[src/design/rfd_pkg.sv]
package rfd_pkg;

    localparam logic [7:0]  HEAD_BYTE     = 8'hAA;
    localparam logic [15:0] CRC_POLY      = 16'h8005;
    localparam int unsigned ADDR_FLAG_BIT = 5;
    localparam int unsigned INIT_FLAG_BIT = 4;
    localparam logic [15:0] MAX_LEN_RESET = 16'd1024;
    localparam logic [15:0] READER_ERR_LEN = 16'd6;

    // config register map (byte address = 4 * index)
    localparam int unsigned CFG_ADDR_W    = 3;
    localparam logic        REG_MAX_LEN   = 1'b0;

    // result queue
    localparam int unsigned OUTQ_DEPTH    = 2;
    localparam int unsigned OUTQ_PTR_W    = $clog2(OUTQ_DEPTH);
    localparam int unsigned OUTQ_CNT_W    = $clog2(OUTQ_DEPTH + 1);

    typedef enum logic [3:0] {
        PH_HUNT = 4'd0,
        PH_CTRL = 4'd1,
        PH_ID   = 4'd2,
        PH_ADDR = 4'd3,
        PH_LENH = 4'd4,
        PH_LENL = 4'd5,
        PH_DATA = 4'd6,
        PH_CRCH = 4'd7,
        PH_CRCL = 4'd8
    } t_phase;

    typedef enum logic [1:0] {
        KIND_DATA    = 2'd0,
        KIND_GOOD    = 2'd1,
        KIND_CRC_ERR = 2'd2,
        KIND_TOO_LONG = 2'd3
    } t_kind;

    typedef struct packed {
        t_kind       kind;
        logic [7:0]  byte_value;
        logic [15:0] payload_index;
        logic [7:0]  control_word;
        logic [7:0]  message_id;
        logic [7:0]  device_address;
        logic [15:0] payload_length;
        logic [15:0] crc_computed;
        logic        reader_error;
        logic        frame_end;
    } t_result;

    // one byte through the MSB-first CRC, no reflection
    function automatic logic [15:0] crc16_byte(input logic [15:0] crc_in,
                                               input logic [7:0]  data);
        logic [15:0] crc;
        logic [7:0]  b;
        logic        fb;
        crc = crc_in;
        b   = data;
        for (int i = 0; i < 8; i++) begin
            fb  = crc[15] ^ b[7];
            crc = {crc[14:0], 1'b0} ^ (fb ? CRC_POLY : 16'h0000);
            b   = {b[6:0], 1'b0};
        end
        return crc;
    endfunction

endpackage

[src/design/rfd_cfg.sv]
module rfd_cfg
    import rfd_pkg::*;
(
    input  logic                  i_clk,
    input  logic                  i_rst_n,
    input  logic                  psel,
    input  logic                  penable,
    input  logic                  pwrite,
    input  logic [CFG_ADDR_W-1:0] paddr,
    input  logic [31:0]           pwdata,
    output logic [31:0]           prdata,
    output logic                  pready,
    output logic [15:0]           o_max_len
);

    logic [15:0] r_max_len;
    logic        wr_en;

    assign wr_en = psel && penable && pwrite && (paddr[2] == REG_MAX_LEN);

    always_ff @(posedge i_clk) begin
        if (!i_rst_n) begin
            r_max_len <= MAX_LEN_RESET;
        end else if (wr_en) begin
            r_max_len <= pwdata[15:0];
        end
    end

    assign prdata    = (paddr[2] == REG_MAX_LEN) ? {16'h0000, r_max_len} : 32'h0;
    assign pready    = 1'b1;
    assign o_max_len = r_max_len;

endmodule

[src/design/rfd_parse.sv]
module rfd_parse
    import rfd_pkg::*;
(
    input  logic        i_clk,
    input  logic        i_rst_n,
    input  logic        i_take,
    input  logic [7:0]  i_rx_byte,
    input  logic [15:0] i_max_len,
    output logic        o_res_valid,
    output t_result     o_res
);

    t_phase      r_phase,   n_phase;
    logic [15:0] r_crc,     n_crc;
    logic [15:0] r_count,   n_count;
    logic [7:0]  r_control, n_control;
    logic [7:0]  r_msg_id,  n_msg_id;
    logic [7:0]  r_address, n_address;
    logic [15:0] r_length,  n_length;
    logic [7:0]  r_crc_hi,  n_crc_hi;
    logic [15:0] crc_upd;

    assign crc_upd = crc16_byte(r_crc, i_rx_byte);

    // next state
    always_comb begin
        n_phase   = r_phase;
        n_crc     = r_crc;
        n_count   = r_count;
        n_control = r_control;
        n_msg_id  = r_msg_id;
        n_address = r_address;
        n_length  = r_length;
        n_crc_hi  = r_crc_hi;
        case (r_phase)
            PH_CTRL: begin
                n_crc     = crc_upd;
                n_control = i_rx_byte;
                n_phase   = PH_ID;
            end
            PH_ID: begin
                n_crc    = crc_upd;
                n_msg_id = i_rx_byte;
                n_phase  = r_control[ADDR_FLAG_BIT] ? PH_ADDR : PH_LENH;
            end
            PH_ADDR: begin
                n_crc     = crc_upd;
                n_address = i_rx_byte;
                n_phase   = PH_LENH;
            end
            PH_LENH: begin
                n_crc    = crc_upd;
                n_length = {i_rx_byte, 8'h00};
                n_phase  = PH_LENL;
            end
            PH_LENL: begin
                n_crc    = crc_upd;
                n_length = {r_length[15:8], i_rx_byte};
                n_count  = 16'h0000;
                if (n_length > i_max_len) begin
                    n_phase = PH_HUNT;
                end else if (n_length == 16'h0000) begin
                    n_phase = PH_CRCH;
                end else begin
                    n_phase = PH_DATA;
                end
            end
            PH_DATA: begin
                n_crc   = crc_upd;
                n_count = r_count + 16'd1;
                if (n_count >= r_length) begin
                    n_phase = PH_CRCH;
                end
            end
            PH_CRCH: begin
                n_crc_hi = i_rx_byte;
                n_phase  = PH_CRCL;
            end
            PH_CRCL: begin
                n_phase = PH_HUNT;
            end
            default: begin
                // hunt; stray phase codes land here too
                if (i_rx_byte == HEAD_BYTE) begin
                    n_crc     = 16'h0000;
                    n_count   = 16'h0000;
                    n_address = 8'h00;
                    n_phase   = PH_CTRL;
                end else begin
                    n_phase = PH_HUNT;
                end
            end
        endcase
    end

    // result for this byte, built from the updated frame fields
    always_comb begin
        o_res_valid          = 1'b0;
        o_res.kind           = KIND_DATA;
        o_res.byte_value     = 8'h00;
        o_res.payload_index  = 16'h0000;
        o_res.control_word   = n_control;
        o_res.message_id     = n_msg_id;
        o_res.device_address = n_address;
        o_res.payload_length = n_length;
        o_res.crc_computed   = n_crc;
        o_res.frame_end      = 1'b1;
        case (r_phase)
            PH_LENL: begin
                o_res_valid = (n_length > i_max_len);
                o_res.kind  = KIND_TOO_LONG;
            end
            PH_DATA: begin
                o_res_valid         = 1'b1;
                o_res.kind          = KIND_DATA;
                o_res.byte_value    = i_rx_byte;
                o_res.payload_index = r_count;
                o_res.frame_end     = 1'b0;
            end
            PH_CRCL: begin
                o_res_valid = 1'b1;
                o_res.kind  = ({r_crc_hi, i_rx_byte} == r_crc) ? KIND_GOOD : KIND_CRC_ERR;
            end
            default: begin
                o_res_valid = 1'b0;
            end
        endcase
        o_res.reader_error = o_res.frame_end && n_control[INIT_FLAG_BIT] &&
                             (n_msg_id == 8'h00) && (n_length == READER_ERR_LEN);
    end

    always_ff @(posedge i_clk) begin
        if (!i_rst_n) begin
            r_phase   <= PH_HUNT;
            r_crc     <= 16'h0000;
            r_count   <= 16'h0000;
            r_control <= 8'h00;
            r_msg_id  <= 8'h00;
            r_address <= 8'h00;
            r_length  <= 16'h0000;
            r_crc_hi  <= 8'h00;
        end else if (i_take) begin
            r_phase   <= n_phase;
            r_crc     <= n_crc;
            r_count   <= n_count;
            r_control <= n_control;
            r_msg_id  <= n_msg_id;
            r_address <= n_address;
            r_length  <= n_length;
            r_crc_hi  <= n_crc_hi;
        end
    end

endmodule

[src/design/rfd_outq.sv]
module rfd_outq
    import rfd_pkg::*;
(
    input  logic    i_clk,
    input  logic    i_rst_n,
    input  logic    i_push,
    input  t_result i_data,
    output logic    o_full,
    output logic    o_valid,
    input  logic    i_pop,
    output t_result o_data
);

    t_result               r_mem [OUTQ_DEPTH];
    logic [OUTQ_PTR_W-1:0] r_wptr;
    logic [OUTQ_PTR_W-1:0] r_rptr;
    logic [OUTQ_CNT_W-1:0] r_count;
    logic                  do_pop;

    assign o_valid = (r_count != '0);
    assign o_full  = (r_count == OUTQ_CNT_W'(OUTQ_DEPTH));
    assign do_pop  = i_pop && o_valid;
    assign o_data  = r_mem[r_rptr];

    always_ff @(posedge i_clk) begin
        if (i_push) begin
            r_mem[r_wptr] <= i_data;
        end
    end

    always_ff @(posedge i_clk) begin
        if (!i_rst_n) begin
            r_wptr  <= '0;
            r_rptr  <= '0;
            r_count <= '0;
        end else begin
            if (i_push) begin
                r_wptr <= (r_wptr == OUTQ_PTR_W'(OUTQ_DEPTH - 1)) ? '0 : r_wptr + 1'b1;
            end
            if (do_pop) begin
                r_rptr <= (r_rptr == OUTQ_PTR_W'(OUTQ_DEPTH - 1)) ? '0 : r_rptr + 1'b1;
            end
            case ({i_push, do_pop})
                2'b10:   r_count <= r_count + 1'b1;
                2'b01:   r_count <= r_count - 1'b1;
                default: r_count <= r_count;
            endcase
        end
    end

endmodule

[src/design/reader_frame_deframer_crc16.sv]
// Channel   | Handshake                     | Payload
// ----------+-------------------------------+---------------------------------------------
// rx in     | i_in_valid / o_in_ready       | i_rx_byte
// result    | o_out_valid / i_out_ready     | o_kind .. o_frame_end (ten fields)
// config    | psel/penable/pwrite, pready=1 | paddr, pwdata, prdata (max_payload_len @ 0)
//
// One byte is taken per cycle while the queue has a free slot. The parser
// updates phase, CRC and frame fields in the cycle the byte is accepted; any
// result is written into a two-entry queue and offered from its head.
// o_in_ready drops only when both queue entries are occupied.
// Synchronous active-low reset: parser hunts for the head byte, queue empty,
// max_payload_len back to 1024.
module reader_frame_deframer_crc16
    import rfd_pkg::*;
(
    input  logic                  i_clk,
    input  logic                  i_rst_n,

    // received byte stream
    input  logic                  i_in_valid,
    output logic                  o_in_ready,
    input  logic [7:0]            i_rx_byte,

    // results
    output logic                  o_out_valid,
    input  logic                  i_out_ready,
    output logic [1:0]            o_kind,
    output logic [7:0]            o_byte_value,
    output logic [15:0]           o_payload_index,
    output logic [7:0]            o_control_word,
    output logic [7:0]            o_message_id,
    output logic [7:0]            o_device_address,
    output logic [15:0]           o_payload_length,
    output logic [15:0]           o_crc_computed,
    output logic                  o_reader_error,
    output logic                  o_frame_end,

    // register port
    input  logic                  psel,
    input  logic                  penable,
    input  logic                  pwrite,
    input  logic [CFG_ADDR_W-1:0] paddr,
    input  logic [31:0]           pwdata,
    output logic [31:0]           prdata,
    output logic                  pready
);

    logic        max_len_lim;
    logic [15:0] max_len;
    logic        take;
    logic        res_valid;
    t_result     res;
    logic        q_full;
    t_result     q_data;

    assign max_len_lim = 1'b1;

    rfd_cfg u_cfg (
        .i_clk     (i_clk),
        .i_rst_n   (i_rst_n),
        .psel      (psel),
        .penable   (penable),
        .pwrite    (pwrite),
        .paddr     (paddr),
        .pwdata    (pwdata),
        .prdata    (prdata),
        .pready    (pready),
        .o_max_len (max_len)
    );

    // byte accepted whenever the queue has a free slot
    assign o_in_ready = !q_full;
    assign take       = i_in_valid && o_in_ready && max_len_lim;

    rfd_parse u_parse (
        .i_clk       (i_clk),
        .i_rst_n     (i_rst_n),
        .i_take      (take),
        .i_rx_byte   (i_rx_byte),
        .i_max_len   (max_len),
        .o_res_valid (res_valid),
        .o_res       (res)
    );

    rfd_outq u_outq (
        .i_clk   (i_clk),
        .i_rst_n (i_rst_n),
        .i_push  (take && res_valid),
        .i_data  (res),
        .o_full  (q_full),
        .o_valid (o_out_valid),
        .i_pop   (i_out_ready),
        .o_data  (q_data)
    );

    assign o_kind           = q_data.kind;
    assign o_byte_value     = q_data.byte_value;
    assign o_payload_index  = q_data.payload_index;
    assign o_control_word   = q_data.control_word;
    assign o_message_id     = q_data.message_id;
    assign o_device_address = q_data.device_address;
    assign o_payload_length = q_data.payload_length;
    assign o_crc_computed   = q_data.crc_computed;
    assign o_reader_error   = q_data.reader_error;
    assign o_frame_end      = q_data.frame_end;

endmodule

[config.mk]
export PLATFORM = sky130hd
export DESIGN_NAME = reader_frame_deframer_crc16
export DESIGN_NICKNAME = d
export VERILOG_FILES = /design/src/design/rfd_pkg.sv /design/src/design/rfd_cfg.sv /design/src/design/rfd_parse.sv /design/src/design/rfd_outq.sv /design/src/design/reader_frame_deframer_crc16.sv
export SDC_FILE = /design/constraint.sdc
export NUM_CORES = 1
export LEC_CHECK = 0
export BUFFER_PORTS_ARGS = -buffer_cell sky130_fd_sc_hd__buf_4
export CORE_UTILIZATION = 45
export CTS_CLUSTER_SIZE = 8
export DETAILED_ROUTE_END_ITERATION = 7
export PLACE_DENSITY = 0.74
export SYNTH_ARGS = -nofsm -noshare
export SYNTH_HDL_FRONTEND = slang
export SYNTH_SLANG_ARGS = --single-unit
[constraint.sdc]
create_clock -name i_clk -period 15 [get_ports i_clk]
set_clock_uncertainty 0.1 [all_clocks]
set_input_delay 3 -clock i_clk [delete_from_list [all_inputs] [get_ports i_clk]]
set_output_delay 3 -clock i_clk [all_outputs]
set_load 0.01 [all_outputs]
After elaboration in Yosys (flattened, before gate mapping)
Memory sizes are Yosys's and may differ from the RTL's. A register that Yosys moved wholly into a read port is not among the register bits.
Index checks and enable logic that the tools add are counted.
Word-level totals
  output and inout bits: 119
  input bits: 50
  word-level logic and storage cells: 113
  RAM bits: 168
  memories kept: 1
  register bits: 104
Operators by class
  reduce and logical (&&, ||, !) cells: 23
  bitwise operators: 18
  multiplexer cells: 36
  order comparisons: 3
  equality and inequality tests: 15
  add/sub/neg operators: 5
Memories
  u_outq.r_mem: words 2, bits a word 84, rd ports 1, clocked after memory_dff 1, wr ports 1, line rfd_outq.sv:14  | t_result r_mem [OUTQ_DEPTH];
Operators by type and width (number)
  two-way mux 16 bit: 11
  bitwise XOR 16 bit: 8
  case mux 16 bit (2 select lines): 2
  case mux 16 bit (3 select lines): 1
  > comparator 16 bit: 2
  case mux 4 bit (8 select lines): 1
  two-way mux 24 bit: 1
  two-way mux 8 bit: 3
  adder 16 x 1 -> 16 bit, second input constant: 1
  equality test 16 bit: 1
  equality test 16 x 3 -> 1 bit, second input constant: 1
  equality test 4 x 3 -> 1 bit, second input constant: 4
  >= comparator 16 bit: 1
  zero test 16 bit: 1
  case mux 8 bit (2 select lines): 1
  OR reduction 6 bit: 2
  logical AND 1 bit: 9
  two-way mux 1 bit: 9
  equality test 4 x 2 -> 1 bit, second input constant: 2
  equality test 8 bit, second input constant: 1
  zero test 8 bit: 1
  two-way mux 4 bit: 2
  case mux 2 bit (2 select lines): 2
  bitwise XOR 1 bit: 8
  other kinds (19): 25

Depth between registers and ports, before layout
  depth after elaboration: 25
  depth in mapped cells: 18

Modules after synthesis
A second synthesis with hierarchy kept.
Unflattened totals
  cells, all modules: 1149
  area total of the unflattened synthesis: 13345.3 µm²
By module, submodules not included
  rfd_outq: area an instance 6277.3 µm², cells an instance 284, times used 1
  rfd_parse: area an instance 6137.1 µm², cells an instance 756, times used 1
  rfd_cfg: area an instance 912.1 µm², cells an instance 106, times used 1
  reader_frame_deframer_crc16: area an instance 18.8 µm², cells an instance 3, times used 1

Worst setup path after synthesis
OpenSTA, ideal clock, no wires.
  path type: input to register
  start point: input i_rx_byte[2]
  end point: memory u_outq.r_mem[0][0] in the netlist's numbering (enable)
  stages: 9
  setup slack: 3.207 ns
  required time: 14.223 ns
  arrival: 11.016 ns
  cell sequence: clkbuf_1 > a21oi_1 > inv_1 > ha_1 > nor2b_1 > o21ai_0 > a21oi_1 > o21ai_0 > a311oi_1
RTL lines
  from (decl): line reader_frame_deframer_crc16.sv:22  | input logic [7:0] i_rx_byte,
  to (decl): line rfd_outq.sv:14

Worst setup path in the final report
  start point: input paddr[2]
  end point: output prdata[15]
On the way
  word-level cells in the longest chain between the ends: 1
Ends and longest elaborated chain
  from (decl): line reader_frame_deframer_crc16.sv:42  | input logic [CFG_ADDR_W-1:0] paddr,
  two-way mux 16 bit: line rfd_cfg.sv:29  | assign prdata = (paddr[2] == REG_MAX_LEN) ? {16'h0000, r_max_len} : 32'h0;
  to (decl): line reader_frame_deframer_crc16.sv:44  | output logic [31:0] prdata,
No other way between the ends.

==> results.toml <==
[clock_network]
cts_buffer_depth = 3
clock_sinks = 273
clock_latency_ns = 0.52
cts_tree = "yes"
ctsHoldBuffers = 0
post_cts_buffers = 0
cts_resized = 0
cts-root-buf = "clkbuf_16"
numCtsBuffers = 40
path_clk_slew_ns = 0.05
htree_levels = 2

[final_layout]
layout-drive-gt1-share_pct = 23.4
multi_input_area_um2 = 5680
final_cell_mix = "edfxtp_1 (168), buf_4 (142), dfxtp_1 (104)"
seq_area_um2 = 7150
fillers = 2471
antenna_cells = 0
syn2layout_area_growth_pct = 18.0
final_common_cell = "edfxtp_1"
fin_nets = 1381

[flow_run]
drv_cap = 0

[placement]
hpwl_um = 20300
gp_congestion = 0.845
numPortBuffers = 133

[sta]
drv_slew = 0
finalSetupViolations = 0
worst_slew_pin_slew_ns = 1.26
hold_viol_final = 0
maxSlewHeadroom_pct = 15.7
period_share_pct = 44.1
period_needed_ns = 6.61
timing.fmax_ghz = 0.151
fin_setup_tns_ns = 0
rsz0062_at_grt = "no"

[global_routing]
grt_max_degree = 110
antenna_found_initial = 0
busiest_layer = "met2"
grtUsageMet3_pct = 3.63
grt_pass1_wl_um = 48800
grt_util_met2_pct = 34.9
first_global_vias = 9215
grt-ovfl-total = 0
grtUsageMet1_pct = 25.1
grt.total_usage_pct = 20.2

[drt]
wire_per_inst_um = 18.3
drt-pass1-iter-count = 5
ant_nets = 0
drtIter0Drc = 638
drt-total-wl_um = 31000
vias = 9327
vias_per_cell = 5.51
drcViolationCount = 0

[synthesis]
ys_seq_area_share_pct = 53.6
synth.avg_cell_area_um2 = 11.4
yosysUniqueCellTypes = 68
synthFlopType = "edfxtp_1"
synth_cells = 1166
yosys_warnings = 0
synth_enable_flop_cells = 168
synth_seq_cells = 273
syn-cell-area_um2 = 13300
synth_async_sr_flop_share_pct = 0

[floorplan]
coreArea_um2 = 28900
io_pins = 169
fp.dieH_um = 174
dieArea_um2 = 30300
rows = 62
start_util_pct = 46.0
die_x_um = 174

[hold_path]
hp-class = "flop to flop"

[status]
status = "finished, final reports clean"

[setup_path]
cp.arrival_ns = 3.51
cp_slowest_stage_delay_ns = 0.18
r2r_end = "u_outq.r_count[1]"
cp_num_cells = 3
crit_fanout = 18
slowest_stage = "buf_4"
startpoint_type = "primary input"
crit_required_ns = 11.90
r2r_slack_ns = 9.74
r2r-start = "u_parse.r_phase[3]"
rr_worst_depth = 13
worstSetupStartpoint = "paddr[2]"
crit_end = "prdata[15]"
crit_family = "buffers and inverters"
cpMostUsedCell = "buf_4"
critPathKind = "primary input to output port"
cp-end-kind = "output port"
crit_buf_inv = 2
cp_cell_sequence = "buf_4, nor2_1, buf_4"

[pwr]
power_mw = 1.88
power_density_nw_per_um2 = 120
p_clk_share_pct = 43.6
combPwrFrac_pct = 11.8
p_int_mw = 1.42
p_seq_share_pct = 44.6
p_sw_share_pct = 24.3
ir_drop_v = 0.0000622
p_leak_nw = 6.19
p_sw_mw = 0.457
[metrics by stage]
stage	utilization (%)	instance area, µm²	std cells	worst slack, ns	hold WS [ns]
floorplan	-	13400	1181	3.21	0.343
global placement	50.3	14600	1623	8.38	0.353
detailed placement	50.3	14600	1623	8.27	0.360
CTS	54.3	15700	1694	8.37	0.368
global route	54.3	15700	1694	8.38	0.387
finish	54.3	15700	1694	8.39	0.362
[routing by layer]
| metal | vias to the layer above | wire length, µm |
|---|---|---|
| met2 | 316 | 15500 |
| met1 | 4502 | 12800 |
| li1 | 4428 | - |
| met3 | 81 | 1790 |
| met4 | 0 | 948 |
| met5 | - | 0 |
[synthesized netlist by cell type (all sizes together), types with 24 or more instances]
cell type / instances / area share (%)
edfxtp: 168 / 38
dfxtp: 105 / 16
mux2: 98 / 8.3
nand2: 84 / 2.4
nor2: 73 / 2.1
ha: 50 / 4.7
nor2b: 50 / 2.4
clkbuf: 49 / 1.4
inv: 48 / 1.4
buf: 35 / 1.7
a21oi: 34 / 1.3
o21ai: 34 / 1.3
and2: 32 / 1.5
xor2: 30 / 2.0
xnor2: 25 / 1.6
nand3: 24 / 0.90
[kinds of logic (layout without fill, tap and decap cells)]
family	count (synthesis)	count (layout)	share of synthesized area, %
xor+xnor	56	56	3.78
simple gates	346	346	13.5
flops	273	273	53.6
other cells	2	17	0.0564
fa+ha+maj	50	50	4.70
compound gates	199	199	10.8
buf+inv	132	261	4.43
mux	108	108	9.06
[worst register-to-register path: stages (launching register included)]
cell and delay, ns:
dfxtp_1 0.54, nand2b_1 0.29, nor3_2 0.86, o21ai_0 0.47, ha_1 0.43, o21a_1 0.18, o21ai_0 0.16, a21oi_1 0.06
o21ai_0 0.80, nand2_1 0.11, a21oi_1 0.32, ha_1 0.32, or3_1 0.37, a21boi_0 0.17
[power by group through the flow]
stage / Sequential [mW] / Clock, mW / Combinational, mW
2_1_floorplan: 0.845 / 0 / 0.162
3_3_place_gp: 0.852 / 0 / 0.214
3_5_place_dp: 0.853 / 0 / 0.219
4_1_cts: 0.838 / 0.836 / 0.221
5_1_grt: 0.840 / 0.868 / 0.242
6_report: 0.839 / 0.820 / 0.222
[worst min path at each step]
stage / from / end / depth (start not counted)
finish: u_cfg.o_max_len[15] / u_cfg.o_max_len[15] / 2
global route: u_cfg.o_max_len[2] / u_cfg.o_max_len[2] / 2
CTS: u_cfg.o_max_len[4] / u_cfg.o_max_len[4] / 2
detailed placement: u_cfg.o_max_len[9] / u_cfg.o_max_len[9] / 2
global placement: u_cfg.o_max_len[5] / u_cfg.o_max_len[5] / 2
floorplan: u_cfg.o_max_len[15] / u_cfg.o_max_len[15] / 2
[flip-flops by register name, summed over array words and instances (netlist names), named ones only]
name               flops
u_outq.r_mem         168
u_parse.r_count       16
u_outq.r_count         2
u_parse.r_crc         16
u_parse.r_length      16
u_parse.r_address      8
u_parse.r_control      8
u_outq.r_rptr          1
u_parse.r_crc_hi       8
u_parse.r_msg_id       8
u_outq.r_wptr          1
u_cfg.o_max_len       16
u_parse.r_phase        4
[area by class of cell]
cell class	count	area share (%)
Sequential cell	273	45.5
Multi-Input combinational cell	776	36.1
Clock buffer	68	7.23
Timing Repair Buffer	142	6.78
Tap cell	384	3.06
Inverter	48	1.16
Clock inverter	3	0.159
(Power assumes the default switching activity.)
